--- src/rtl/min_heap_priority_queue_assert.svh ---
// Assertion helpers for the heap RTL.
// Each macro expects i_clk and i_rst_n in scope.
`ifndef MIN_HEAP_PRIORITY_QUEUE_ASSERT_SVH
`define MIN_HEAP_PRIORITY_QUEUE_ASSERT_SVH

// Same-cycle implication.
`define MHPQ_ASSERT_NOW(lbl, ante, cons, msg) \
    lbl: assert property (@(posedge i_clk) disable iff (!i_rst_n) (ante) |-> (cons)) \
        else $error(msg);

// Next-cycle implication.
`define MHPQ_ASSERT_NEXT(lbl, ante, cons, msg) \
    lbl: assert property (@(posedge i_clk) disable iff (!i_rst_n) (ante) |=> (cons)) \
        else $error(msg);

`endif

--- src/rtl/mhpq_pkg.sv ---
`timescale 1ns / 1ps
`default_nettype none

package mhpq_pkg;

    localparam int DATA_W = 32;

    localparam logic [2:0] CMD_INSERT = 3'd0;
    localparam logic [2:0] CMD_REMOVE = 3'd1;
    localparam logic [2:0] CMD_PEEK   = 3'd2;
    localparam logic [2:0] CMD_SEARCH = 3'd3;
    localparam logic [2:0] CMD_MAX    = 3'd4;

    localparam logic [1:0] ST_OK       = 2'd0;
    localparam logic [1:0] ST_FULL     = 2'd1;
    localparam logic [1:0] ST_EMPTY    = 2'd2;
    localparam logic [1:0] ST_NOTFOUND = 2'd3;

    localparam logic signed [DATA_W-1:0] DATA_MIN = {1'b1, {(DATA_W-1){1'b0}}};

    typedef struct packed {
        logic lt;
        logic eq;
        logic gt;
    } t_cmp_flags;

endpackage

`default_nettype wire

--- src/rtl/min_heap_priority_queue.sv ---
`timescale 1ns / 1ps
`default_nettype none

// Bounded binary min-heap of signed 32-bit values, CAPACITY entries.
// Command channel: drive i_command and i_value with start high; the transaction
// is taken on a rising edge where start is high and busy is low. busy stays
// high until the result has been issued.
// Result channel: o_done pulses for one cycle with o_status, o_result_value
// and o_entry_count; the receiver has no way to stall it and must take it then.
// Work per command, n entries held before:
//   insert       climbs from the new leaf, moving each larger parent down,
//                and writes the value where the climb stops
//   remove-min   reads the root, then the last entry, then walks down: at each
//                node reads the left child, then the right child if present,
//                and moves the smaller child up while it is below the last entry
//   peek-min     reads the root
//   search, max  read all n entries (one entry read per cycle)
//   full/empty and unused commands: answered straight from idle
// The steps follow from the single RAM read port (registered data) and the
// one shared comparator, each used at most once per step of the sequencer.
// One command at a time; the next may be given in the cycle o_done is high.
// Reset (synchronous, active low) empties the heap; stored entries are not
// cleared, since only entries below the fill count are ever read.
module min_heap_priority_queue #(
    parameter int CAPACITY = 16
) (
    input  wire logic                                i_clk,
    input  wire logic                                i_rst_n,
    input  wire logic                                start,
    output logic                                     busy,
    input  wire logic [2:0]                          i_command,
    input  wire logic signed [mhpq_pkg::DATA_W-1:0]  i_value,
    output logic                                     o_done,
    output logic [1:0]                               o_status,
    output logic signed [mhpq_pkg::DATA_W-1:0]       o_result_value,
    output logic [4:0]                               o_entry_count
);

    import mhpq_pkg::*;

    localparam int AW = $clog2(CAPACITY);
    localparam int CW = $clog2(CAPACITY + 1);
    localparam int IW = AW + 2;

    typedef enum logic [3:0] {
        S_IDLE,
        S_UP_RD,
        S_UP_CMP,
        S_RM_ROOT,
        S_RM_LAST,
        S_DN_L,
        S_DN_R,
        S_DN_C,
        S_DN_D,
        S_PEEK,
        S_SCAN
    } t_state;

    t_state                    r_state, n_state;
    logic [2:0]                r_cmd, n_cmd;
    logic signed [DATA_W-1:0]  r_val, n_val;
    logic [CW-1:0]             r_cnt, n_cnt;
    logic [AW-1:0]             r_pos, n_pos;
    logic signed [DATA_W-1:0]  r_cur, n_cur;
    logic signed [DATA_W-1:0]  r_res, n_res;
    logic signed [DATA_W-1:0]  r_best, n_best;
    logic [AW-1:0]             r_best_idx, n_best_idx;
    logic [CW-1:0]             r_idx, n_idx;
    logic                      r_pend, n_pend;
    logic                      r_hit, n_hit;

    logic                      fin;
    logic [1:0]                fin_status;
    logic signed [DATA_W-1:0]  fin_value;

    logic                      ram_we;
    logic [AW-1:0]             ram_waddr;
    logic signed [DATA_W-1:0]  ram_wdata;
    logic [AW-1:0]             ram_raddr;
    logic signed [DATA_W-1:0]  ram_rdata;

    logic signed [DATA_W-1:0]  cmp_a;
    logic signed [DATA_W-1:0]  cmp_b;
    t_cmp_flags                cmp;

    logic [IW-1:0]             w_lc;
    logic [IW-1:0]             w_rc;
    logic [IW-1:0]             w_cnt_x;
    logic [AW-1:0]             w_parent;

    mhpq_ram #(
        .WIDTH (DATA_W),
        .DEPTH (CAPACITY)
    ) u_store (
        .i_clk   (i_clk),
        .i_we    (ram_we),
        .i_waddr (ram_waddr),
        .i_wdata (ram_wdata),
        .i_raddr (ram_raddr),
        .o_rdata (ram_rdata)
    );

    mhpq_cmp u_cmp (
        .i_a     (cmp_a),
        .i_b     (cmp_b),
        .o_flags (cmp)
    );

    assign busy     = (r_state != S_IDLE);
    assign w_lc     = (IW'(r_pos) << 1) + IW'(1);
    assign w_rc     = w_lc + IW'(1);
    assign w_cnt_x  = IW'(r_cnt);
    assign w_parent = (r_pos - AW'(1)) >> 1;

    always_comb begin
        n_state    = r_state;
        n_cmd      = r_cmd;
        n_val      = r_val;
        n_cnt      = r_cnt;
        n_pos      = r_pos;
        n_cur      = r_cur;
        n_res      = r_res;
        n_best     = r_best;
        n_best_idx = r_best_idx;
        n_idx      = r_idx;
        n_pend     = r_pend;
        n_hit      = r_hit;
        fin        = 1'b0;
        fin_status = ST_OK;
        fin_value  = '0;
        ram_we     = 1'b0;
        ram_waddr  = r_pos;
        ram_wdata  = r_cur;
        ram_raddr  = '0;
        cmp_a      = r_cur;
        cmp_b      = ram_rdata;

        unique case (r_state)
            S_IDLE: begin
                if (start) begin
                    n_cmd = i_command;
                    n_val = i_value;
                    unique case (i_command)
                        CMD_INSERT: begin
                            if (r_cnt == CW'(CAPACITY)) begin
                                fin        = 1'b1;
                                fin_status = ST_FULL;
                            end else begin
                                n_pos   = r_cnt[AW-1:0];
                                n_cur   = i_value;
                                n_state = S_UP_RD;
                            end
                        end
                        CMD_REMOVE, CMD_PEEK: begin
                            if (r_cnt == '0) begin
                                fin        = 1'b1;
                                fin_status = ST_EMPTY;
                            end else begin
                                ram_raddr = '0;
                                n_state   = (i_command == CMD_PEEK) ? S_PEEK : S_RM_ROOT;
                            end
                        end
                        CMD_SEARCH: begin
                            n_idx   = '0;
                            n_pend  = 1'b0;
                            n_hit   = 1'b0;
                            n_state = S_SCAN;
                        end
                        CMD_MAX: begin
                            if (r_cnt == '0) begin
                                fin        = 1'b1;
                                fin_status = ST_EMPTY;
                            end else begin
                                n_idx   = '0;
                                n_pend  = 1'b0;
                                n_best  = DATA_MIN;
                                n_state = S_SCAN;
                            end
                        end
                        default: begin
                            fin = 1'b1;
                        end
                    endcase
                end
            end

            // Climb: move the parent down into the hole while the new value is smaller.
            S_UP_RD: begin
                if (r_pos == '0) begin
                    ram_we  = 1'b1;
                    n_cnt   = r_cnt + CW'(1);
                    fin     = 1'b1;
                    n_state = S_IDLE;
                end else begin
                    ram_raddr = w_parent;
                    n_state   = S_UP_CMP;
                end
            end

            S_UP_CMP: begin
                cmp_a = r_cur;
                cmp_b = ram_rdata;
                ram_we = 1'b1;
                if (cmp.lt) begin
                    ram_wdata = ram_rdata;
                    n_pos     = w_parent;
                    n_state   = S_UP_RD;
                end else begin
                    n_cnt   = r_cnt + CW'(1);
                    fin     = 1'b1;
                    n_state = S_IDLE;
                end
            end

            S_RM_ROOT: begin
                n_res     = ram_rdata;
                ram_raddr = AW'(r_cnt - CW'(1));
                n_state   = S_RM_LAST;
            end

            S_RM_LAST: begin
                n_cur   = ram_rdata;
                n_cnt   = r_cnt - CW'(1);
                n_pos   = '0;
                n_state = S_DN_L;
            end

            // Descend: fetch left child, then right child if present.
            S_DN_L: begin
                if (w_lc >= w_cnt_x) begin
                    ram_we     = 1'b1;
                    fin        = 1'b1;
                    fin_value  = r_res;
                    n_state    = S_IDLE;
                end else begin
                    ram_raddr = w_lc[AW-1:0];
                    n_state   = S_DN_R;
                end
            end

            S_DN_R: begin
                n_best     = ram_rdata;
                n_best_idx = w_lc[AW-1:0];
                if (w_rc < w_cnt_x) begin
                    ram_raddr = w_rc[AW-1:0];
                    n_state   = S_DN_C;
                end else begin
                    n_state = S_DN_D;
                end
            end

            // Left child wins ties.
            S_DN_C: begin
                cmp_a = ram_rdata;
                cmp_b = r_best;
                if (cmp.lt) begin
                    n_best     = ram_rdata;
                    n_best_idx = w_rc[AW-1:0];
                end
                n_state = S_DN_D;
            end

            S_DN_D: begin
                cmp_a  = r_best;
                cmp_b  = r_cur;
                ram_we = 1'b1;
                if (cmp.lt) begin
                    ram_wdata = r_best;
                    n_pos     = r_best_idx;
                    n_state   = S_DN_L;
                end else begin
                    fin       = 1'b1;
                    fin_value = r_res;
                    n_state   = S_IDLE;
                end
            end

            S_PEEK: begin
                fin       = 1'b1;
                fin_value = ram_rdata;
                n_state   = S_IDLE;
            end

            // One entry read per cycle; data of the previous read is checked here.
            S_SCAN: begin
                cmp_a = ram_rdata;
                cmp_b = (r_cmd == CMD_SEARCH) ? r_val : r_best;
                if (r_pend) begin
                    if (r_cmd == CMD_SEARCH) begin
                        n_hit = r_hit | cmp.eq;
                    end else if (cmp.gt) begin
                        n_best = ram_rdata;
                    end
                end
                if (r_idx < r_cnt) begin
                    ram_raddr = r_idx[AW-1:0];
                    n_idx     = r_idx + CW'(1);
                    n_pend    = 1'b1;
                end else begin
                    n_pend  = 1'b0;
                    fin     = 1'b1;
                    n_state = S_IDLE;
                    if (r_cmd == CMD_SEARCH) begin
                        fin_status = n_hit ? ST_OK : ST_NOTFOUND;
                        fin_value  = n_hit ? r_val : '0;
                    end else begin
                        fin_value = n_best;
                    end
                end
            end

            default: begin
                n_state = S_IDLE;
            end
        endcase
    end

    always_ff @(posedge i_clk) begin
        if (!i_rst_n) begin
            r_state <= S_IDLE;
            r_cnt   <= '0;
            r_pend  <= 1'b0;
            r_hit   <= 1'b0;
            o_done  <= 1'b0;
        end else begin
            r_state <= n_state;
            r_cnt   <= n_cnt;
            r_pend  <= n_pend;
            r_hit   <= n_hit;
            o_done  <= fin;
        end
        r_cmd      <= n_cmd;
        r_val      <= n_val;
        r_pos      <= n_pos;
        r_cur      <= n_cur;
        r_res      <= n_res;
        r_best     <= n_best;
        r_best_idx <= n_best_idx;
        r_idx      <= n_idx;
        if (fin) begin
            o_status       <= fin_status;
            o_result_value <= fin_value;
            o_entry_count  <= 5'(n_cnt);
        end
    end

`include "min_heap_priority_queue_assert.svh"

    `MHPQ_ASSERT_NOW(a_done_idle, o_done, !busy, "result issued while sequencer busy")
    `MHPQ_ASSERT_NEXT(a_accept_busy, start && !busy && !fin, busy,
        "accepted transaction did not start work")
    `MHPQ_ASSERT_NOW(a_cnt_bound, 1'b1, r_cnt <= CW'(CAPACITY), "fill count above capacity")
    `MHPQ_ASSERT_NOW(a_full_count, o_done && o_status == ST_FULL, r_cnt == CW'(CAPACITY),
        "full reported with room left")

endmodule

`default_nettype wire

--- src/rtl/mhpq_ram.sv ---
`timescale 1ns / 1ps
`default_nettype none

module mhpq_ram #(
    parameter int WIDTH = 32,
    parameter int DEPTH = 16
) (
    input  wire logic                     i_clk,
    input  wire logic                     i_we,
    input  wire logic [$clog2(DEPTH)-1:0] i_waddr,
    input  wire logic [WIDTH-1:0]         i_wdata,
    input  wire logic [$clog2(DEPTH)-1:0] i_raddr,
    output logic      [WIDTH-1:0]         o_rdata
);

    logic [WIDTH-1:0] r_mem [DEPTH];

    always_ff @(posedge i_clk) begin
        if (i_we) begin
            r_mem[i_waddr] <= i_wdata;
        end
        o_rdata <= r_mem[i_raddr];
    end

endmodule

`default_nettype wire

--- src/rtl/mhpq_cmp.sv ---
`timescale 1ns / 1ps
`default_nettype none

module mhpq_cmp (
    input  wire logic signed [mhpq_pkg::DATA_W-1:0] i_a,
    input  wire logic signed [mhpq_pkg::DATA_W-1:0] i_b,
    output mhpq_pkg::t_cmp_flags                    o_flags
);

    import mhpq_pkg::*;

    always_comb begin
        o_flags.lt = (i_a < i_b);
        o_flags.eq = (i_a == i_b);
        o_flags.gt = (i_a > i_b);
    end

endmodule

`default_nettype wire
--- config.mk ---
export PLATFORM = sky130hd
export DESIGN_NAME = min_heap_priority_queue
export DESIGN_NICKNAME = d
export VERILOG_FILES = /design/src/rtl/mhpq_pkg.sv /design/src/rtl/min_heap_priority_queue.sv /design/src/rtl/mhpq_ram.sv /design/src/rtl/mhpq_cmp.sv
export VERILOG_INCLUDE_DIRS = /design/src /design/src/rtl
export SDC_FILE = /design/constraint.sdc
export NUM_CORES = 1
export LEC_CHECK = 0
export BUFFER_PORTS_ARGS = -buffer_cell sky130_fd_sc_hd__buf_2
export CORE_ASPECT_RATIO = 0.5
export CORE_MARGIN = 2
export CORE_UTILIZATION = 45
export DETAILED_ROUTE_END_ITERATION = 8
export SETUP_SLACK_MARGIN = 0.02
export SLEW_MARGIN = 25
export SYNTH_ARGS = -nofsm -noshare
export SYNTH_HDL_FRONTEND = slang
export SYNTH_SLANG_ARGS = --single-unit
--- constraint.sdc ---
create_clock -name i_clk -period 9.9 [get_ports i_clk]
set_clock_uncertainty 0.05 [all_clocks]
set_input_delay 0.99 -clock i_clk [delete_from_list [all_inputs] [get_ports i_clk]]
set_output_delay 0.99 -clock i_clk [all_outputs]
set_load 0.05 [all_outputs]
* Word-level counts from Yosys, hierarchy flattened
Memory sizes are Yosys's and may differ from the RTL's. A register that Yosys moved wholly into a read port is not among the register bits.
Index checks and enable logic that the tools add are counted.
** Word-level totals
- Memory bits (writable) :: 512
- Register bits after elaboration :: 195
- Memories :: 1
- Logic and storage cells :: 174
- Output and inout port bits :: 41
- Bits of input ports :: 38
** Memories
- u_store.r_mem :: words 16, width 32, read ports 1, clocked after memory_dff 1, wr ports 1, RTL line mhpq_ram.sv:16 : logic [WIDTH-1:0] r_mem [DEPTH];
** Operators by class
- Add/subtract/negate cells :: 6
- Equality and inequality tests :: 33
- Mux-type cells :: 89
- Bitwise operators :: 1
- Reduce and logical (&&, ||, !) cells :: 23
- Order comparisons :: 5
** Operator list (number)
- $mux 32 :: 18
- $pmux 32 s4 :: 2
- $pmux 32 s2 :: 3
- $pmux 32 s3 :: 1
- $mux 4 :: 16
- $pmux 4 s10 :: 1
- $eq 32x32->1 :: 1
- $gt 32x32->1 :: 1
- $lt 32x32->1 :: 1
- $pmux 4 s4 :: 2
- $mux 5 :: 5
- $pmux 4 s5 :: 1
- $pmux 5 s2 :: 2
- $mux 1 :: 19
- $eq 4x3->1 const B :: 4
- $ne 2x2->1 const B :: 8
- $pmux 5 s3 :: 1
- $eq 4x4->1 const B :: 3
- $mux 2 :: 6
- $reduce_and 6->1 :: 2
- $reduce_bool 4->1 :: 3
- $add 5x1->5 const B :: 2
- $reduce_and 5->1 :: 2
- $eq 3x2->1 const B :: 3
- 32 further kinds :: 50

* Logic depth before layout (Yosys ltp)
- Depth in word-level cells :: 12
- Mapped depth :: 21
- Mapped depth without buffers :: 17

* Cells and area by module
A second synthesis with hierarchy kept.
** Unflattened totals
- Cells, all modules :: 2081
- Area, all modules :: 31989.4 um2
** By module, submodules not included
- mhpq_ram :: area an instance 19854.0 um2, sequential area each 16015.4 um2, cells each 838, times used 1
- min_heap_priority_queue :: area an instance 11290.8 um2, sequential area each 5735.5 um2, cells each 1124, times used 1
- mhpq_cmp :: area an instance 844.6 um2, sequential area each 0.0 um2, cells each 119, times used 1

* Worst setup path before layout
Ideal clock, no wire load.
- Path kind :: reg2reg
- From :: register r_state[2]
- To :: register r_best[0], enable pin
- Required time :: 9.376 ns
- Cell stages (with the launch flop) :: 20
- Buffers on the path :: 5
- Setup time :: 0.474 ns
- Data arrival time :: 6.389 ns
- Period minus slack after synthesis :: 6.913 ns
- Setup slack :: 2.987 ns
- Path through :: dfxtp_1 > clkbuf_1 > and3_1 > and2_1 > clkbuf_1 > inv_1 > nand2_1 > buf_1 > a222oi_1 > nand2_1 > o21ai_0 > ha_1 > nand4_1 > or3_1 > a211o_1 > a31oi_1 > mux2_2 > buf_2 > buf_2 > a221oi_1
** Between the ends
- Longest elaborated chain between the ends :: 6
- Elaborated cells between the ends (all ways) :: 15
- Those cells by class :: 1 x order compare; 8 x eq/ne; 2 x mux; 4 x reduce/logical
** Ends and longest elaborated chain
- start, declared :: RTL line min_heap_priority_queue.sv:59 : t_state r_state, n_state;
- start signal, assigned :: RTL line min_heap_priority_queue.sv:326 : r_state <= n_state;
- $eq 4x4->1 or $eq 4x3->1 (tied branches) :: RTL line min_heap_priority_queue.sv:138 : unique case (r_state)
- $reduce_or 2->1 (no line)
- $pmux 32 s2 :: RTL line min_heap_priority_queue.sv:138
- $lt 32x32->1 :: RTL line mhpq_cmp.sv:13 : o_flags.lt = (i_a < i_b);
- $ne 2x2->1 (no line)
- $reduce_and 5->1 (no line) *
- end signal, assigned :: RTL line min_heap_priority_queue.sv:337 : r_best <= n_best;
- end, declared :: RTL line min_heap_priority_queue.sv:66 : logic signed [DATA_W-1:0] r_best, n_best;
Every way passes the cells marked *; elsewhere a longest branch is shown, timed or not.
A chain may end at the register's enable or synchronous reset.

* Worst setup path in the final report
- From :: register r_state[3]
- To :: memory u_store.r_mem[13][6], data pin
** Between the ends
- Longest elaborated chain between the ends :: 6
- Elaborated cells between the ends (all ways) :: 11
- Those cells by class :: 1 x order compare; 4 x eq/ne; 5 x mux; 1 x reduce/logical
** Ends and longest elaborated chain
- $eq 4x4->1 or $eq 4x3->1 (tied branches) :: RTL line min_heap_priority_queue.sv:138
- $reduce_or 2->1 (no line)
- $pmux 32 s2 :: RTL line min_heap_priority_queue.sv:138
- $lt 32x32->1 :: RTL line mhpq_cmp.sv:13
- $mux 32, on equally long branches :: RTL line min_heap_priority_queue.sv:267, min_heap_priority_queue.sv:204
- $pmux 32 s2 * :: RTL line min_heap_priority_queue.sv:138
- via ram_wdata[6] :: RTL line min_heap_priority_queue.sv:78 : logic signed [DATA_W-1:0] ram_wdata;
- end, declared :: RTL line mhpq_ram.sv:16
The timed path passes the listed nets; every way through them passes the cells marked *.

==> summary.txt <==
Floorplanning
  • Die area: 73000 um^2
  • Total core area: 69400 um^2
  • FP Rows: 68
  • Width of the die: 380 um
  • I/O Pins: 79
  • Initial Util: 45.8%
  • Die height: between 150 and 200 um

Finish
  • Multi-input gate area: 9560 um^2
  • FF+latch area: 21800 um^2
  • Share of layout cells above drive strength 1: between 10% and 20%
  • Layout area overhead: 12.5%
  • # fillers: 5855
  • Nets: 2477

Synthesis
  • Yosys reg bits: 739
  • Synth cell count leaders: 695 x edfxtp_1, 402 x nand2_1, 162 x a21oi_1
  • Yosys warning count: 0
  • Synth Instances: 2328
  • Post-synth ARST share: 0%
  • Most frequent cell after synthesis: edfxtp_1
  • Mapped Avg Cell Area: 13.7 um^2
  • Area contributors post-synth: edfxtp_1 66%, a221o_1 5.0%, nand2_1 4.7%
  • EDFF count, synth: 695
  • Register area share after synthesis: 68.4%
  • Yosys top cell by area: edfxtp_1
  • Mapped cell area: 31800 um^2
  • Most used DFF post-synth: edfxtp_1
  • Syn Nets: 2417
  • Synth top area share: 65.6%
  • Netlist cell types: 74

CTS
  • Worst-skew pair later-pin latency: 0.63 ns
  • # hold bufs at CTS: 0
  • Clk root buf: clkbuf_16
  • CTS tree: yes
  • Clock transition at the registers of the reported paths: 0.07 ns
  • CTS HTree Levels: 3
  • Num CTS Buffers: 69
  • Max clock buf depth: 3
  • Post-CTS sizing: 0
  • # Post-CTS Setup Buffers: 0
  • Sink Count: 739

Routing
  • Routed Antenna Nets: 0
  • Vias: ~21000
  • Wire per inst: 26.4 um
  • DR vias/cell: 6.18
  • DRT iter0 DRCs: between 2000 and 3000
  • Drt first pass iters: 8
  • DRC Markers: 0
  • Post-Route WL: between 80000 and 90000 um

Status
  • Status: finished clean

Global routing
  • Tot GR Track Use: 24.3%
  • Grt ovf: 0
  • Largest net degree at the start of global routing: 213
  • Vias in the first global route: 19404
  • First-pass GRT wire length: roughly 130000 um
  • Initial antenna violation count: 6

Timing
  • RSZ-0062 raised after global routing: false
  • Final period util: 64.5%
  • Rel. slew slack: 18.9%
  • Endpoints failing setup: 0
  • Slew @ Worst Pin: 1.22 ns
  • Max Clock Freq: 157 MHz
  • Final hold violations: 0
  • Final Max Slew Viols: 0
  • Slack of the critical path: 3.52 ns
  • WHS: 0.472 ns
  • Post-route minimum period: 6.38 ns
  • Setup TNS: 0 ns

Hold path
  • Hold WC Path Type: register to register
  • Worst hold stages: 2

Setup path
  • Worst reg2reg path startpoint: r_state[3]
  • Crit path launch: r_state[3]
  • Crit path to: u_store.r_mem[13][6]
  • Crit-path max FO: 33
  • FF-to-FF End: u_store.r_mem[13][6]
  • WS Path Type: register to register
  • Worst-case reg-to-reg path depth: 19
  • Data arrival, critical path: about 6.6 ns
  • Startpoint types: register
  • R2r setup slk: 3.52 ns
  • Required time worst endpoint: 10.13 ns
  • Setup crit end kind: register

Power
  • Pwr dens: 228 nW/um^2
  • Leakage: roughly 12 nW
  • Maximum vdd drop: 0.000151 V

Placement
  • GP Congestion: 0.886
  • PortBufs: between 70 and 80
  • HPWL Detailed: 50600 um
  • DP Worst Slack: approximately 3.5 ns

Job
  • MaxCap Viol Count: 0
-- stage by stage --
step | instances | cell area, um^2 | total power [mW] | utilization (%)
after detailed placement | 3261 | 33500 | 5.56 | 48.3
after global placement | 3261 | 33500 | 5.54 | 48.3
final | 3385 | 35800 | 8.18 | 51.6
after global routing | 3384 | 35800 | 8.47 | 51.5
after CTS | 3383 | 35700 | 8.19 | 51.5
after floorplan | 2328 | 31800 | 4.96 | -
-- logic make-up after synthesis --
family,share of synthesized area [%]
flops,68.4
mux,3.97
xor+xnor,0.385
buf+inv,2.46
compound gates,14.9
simple gates,7.88
fa+ha+maj,2.01
-- routing by layer --
metal	wire length, um	up-vias	track usage (%)
met5	0	-	0
met4	1170	0	4.21
met3	7890	89	4.92
met2	38400	971	35.7
met1	41800	10553	37.4
li1	-	9294	-
-- cell type report --
cell class	instances	share of cell area, %
Antenna cell	1	0.00699
Sequential cell	739	60.8
Timing Repair Buffer	155	2.83
Tap cell	945	3.30
Inverter	17	0.178
Clock inverter	29	0.870
Clock buffer	93	5.33
Multi-Input combinational cell	1406	26.7
-- flip-flops by register name, summed over array words and instances, names as in the netlist, 32 cells and up --
signal / flops
u_store.o_rdata: 32
r_best: 32
u_store.r_mem: 512
r_res: 32
r_cur: 32
r_val: 32
o_result_value: 32
-- placed cells by master, fill, tap and decap left out, types with 33 or more instances in the layout --
cell,synthesis,layout
nand2_1,402,397
buf_4,7,74
edfxtp_1,695,695
a21oi_1,162,162
nand4_1,40,40
clkbuf_16,0,71
ha_1,51,51
nor2_1,48,33
a22oi_1,66,66
a22o_1,66,66
o21ai_0,87,84
a221o_1,158,158
dfxtp_1,44,44
mux2i_1,124,124
buf_2,49,78
-- worst min-delay path by stage --
stage	slack (ns)	end	start
6_report	0.47	r_hit	r_hit
4_1_cts	0.48	r_hit	r_hit
3_5_place_dp	0.47	r_hit	r_hit
2_1_floorplan	0.40	r_hit	r_hit
3_3_place_gp	0.46	r_hit	r_hit
5_1_grt	0.47	r_val[26]	i_value[26]
-- worst max-delay path, stage by stage, from the launching register on --
cell     delay, ns
dfxtp_1       0.67
inv_2         0.20
and3_1        0.27
and2_1        0.29
inv_1         0.18
nand2_1       0.07
buf_4         0.26
nor2_2        0.44
buf_4         0.38
nand2_1       0.09
nand2_1       0.07
ha_1          0.17
nand4_1       0.15
nor4_1        0.39
a31oi_1       0.16
a31oi_1       0.17
mux2_2        0.54
or2_2         0.74
nand2_1       0.11
o21ai_1       0.57
-- power by group --
part | leakage (nW) | switching (mW) | internal (mW)
Combinational | 3.93 | 1.10 | 0.413
Clock | 1.07 | 1.16 | 1.49
Sequential | 6.70 | 0.243 | 3.77
Total | 11.7 | 2.50 | 5.67
Note: power is estimated with default switching activity, not from simulation.
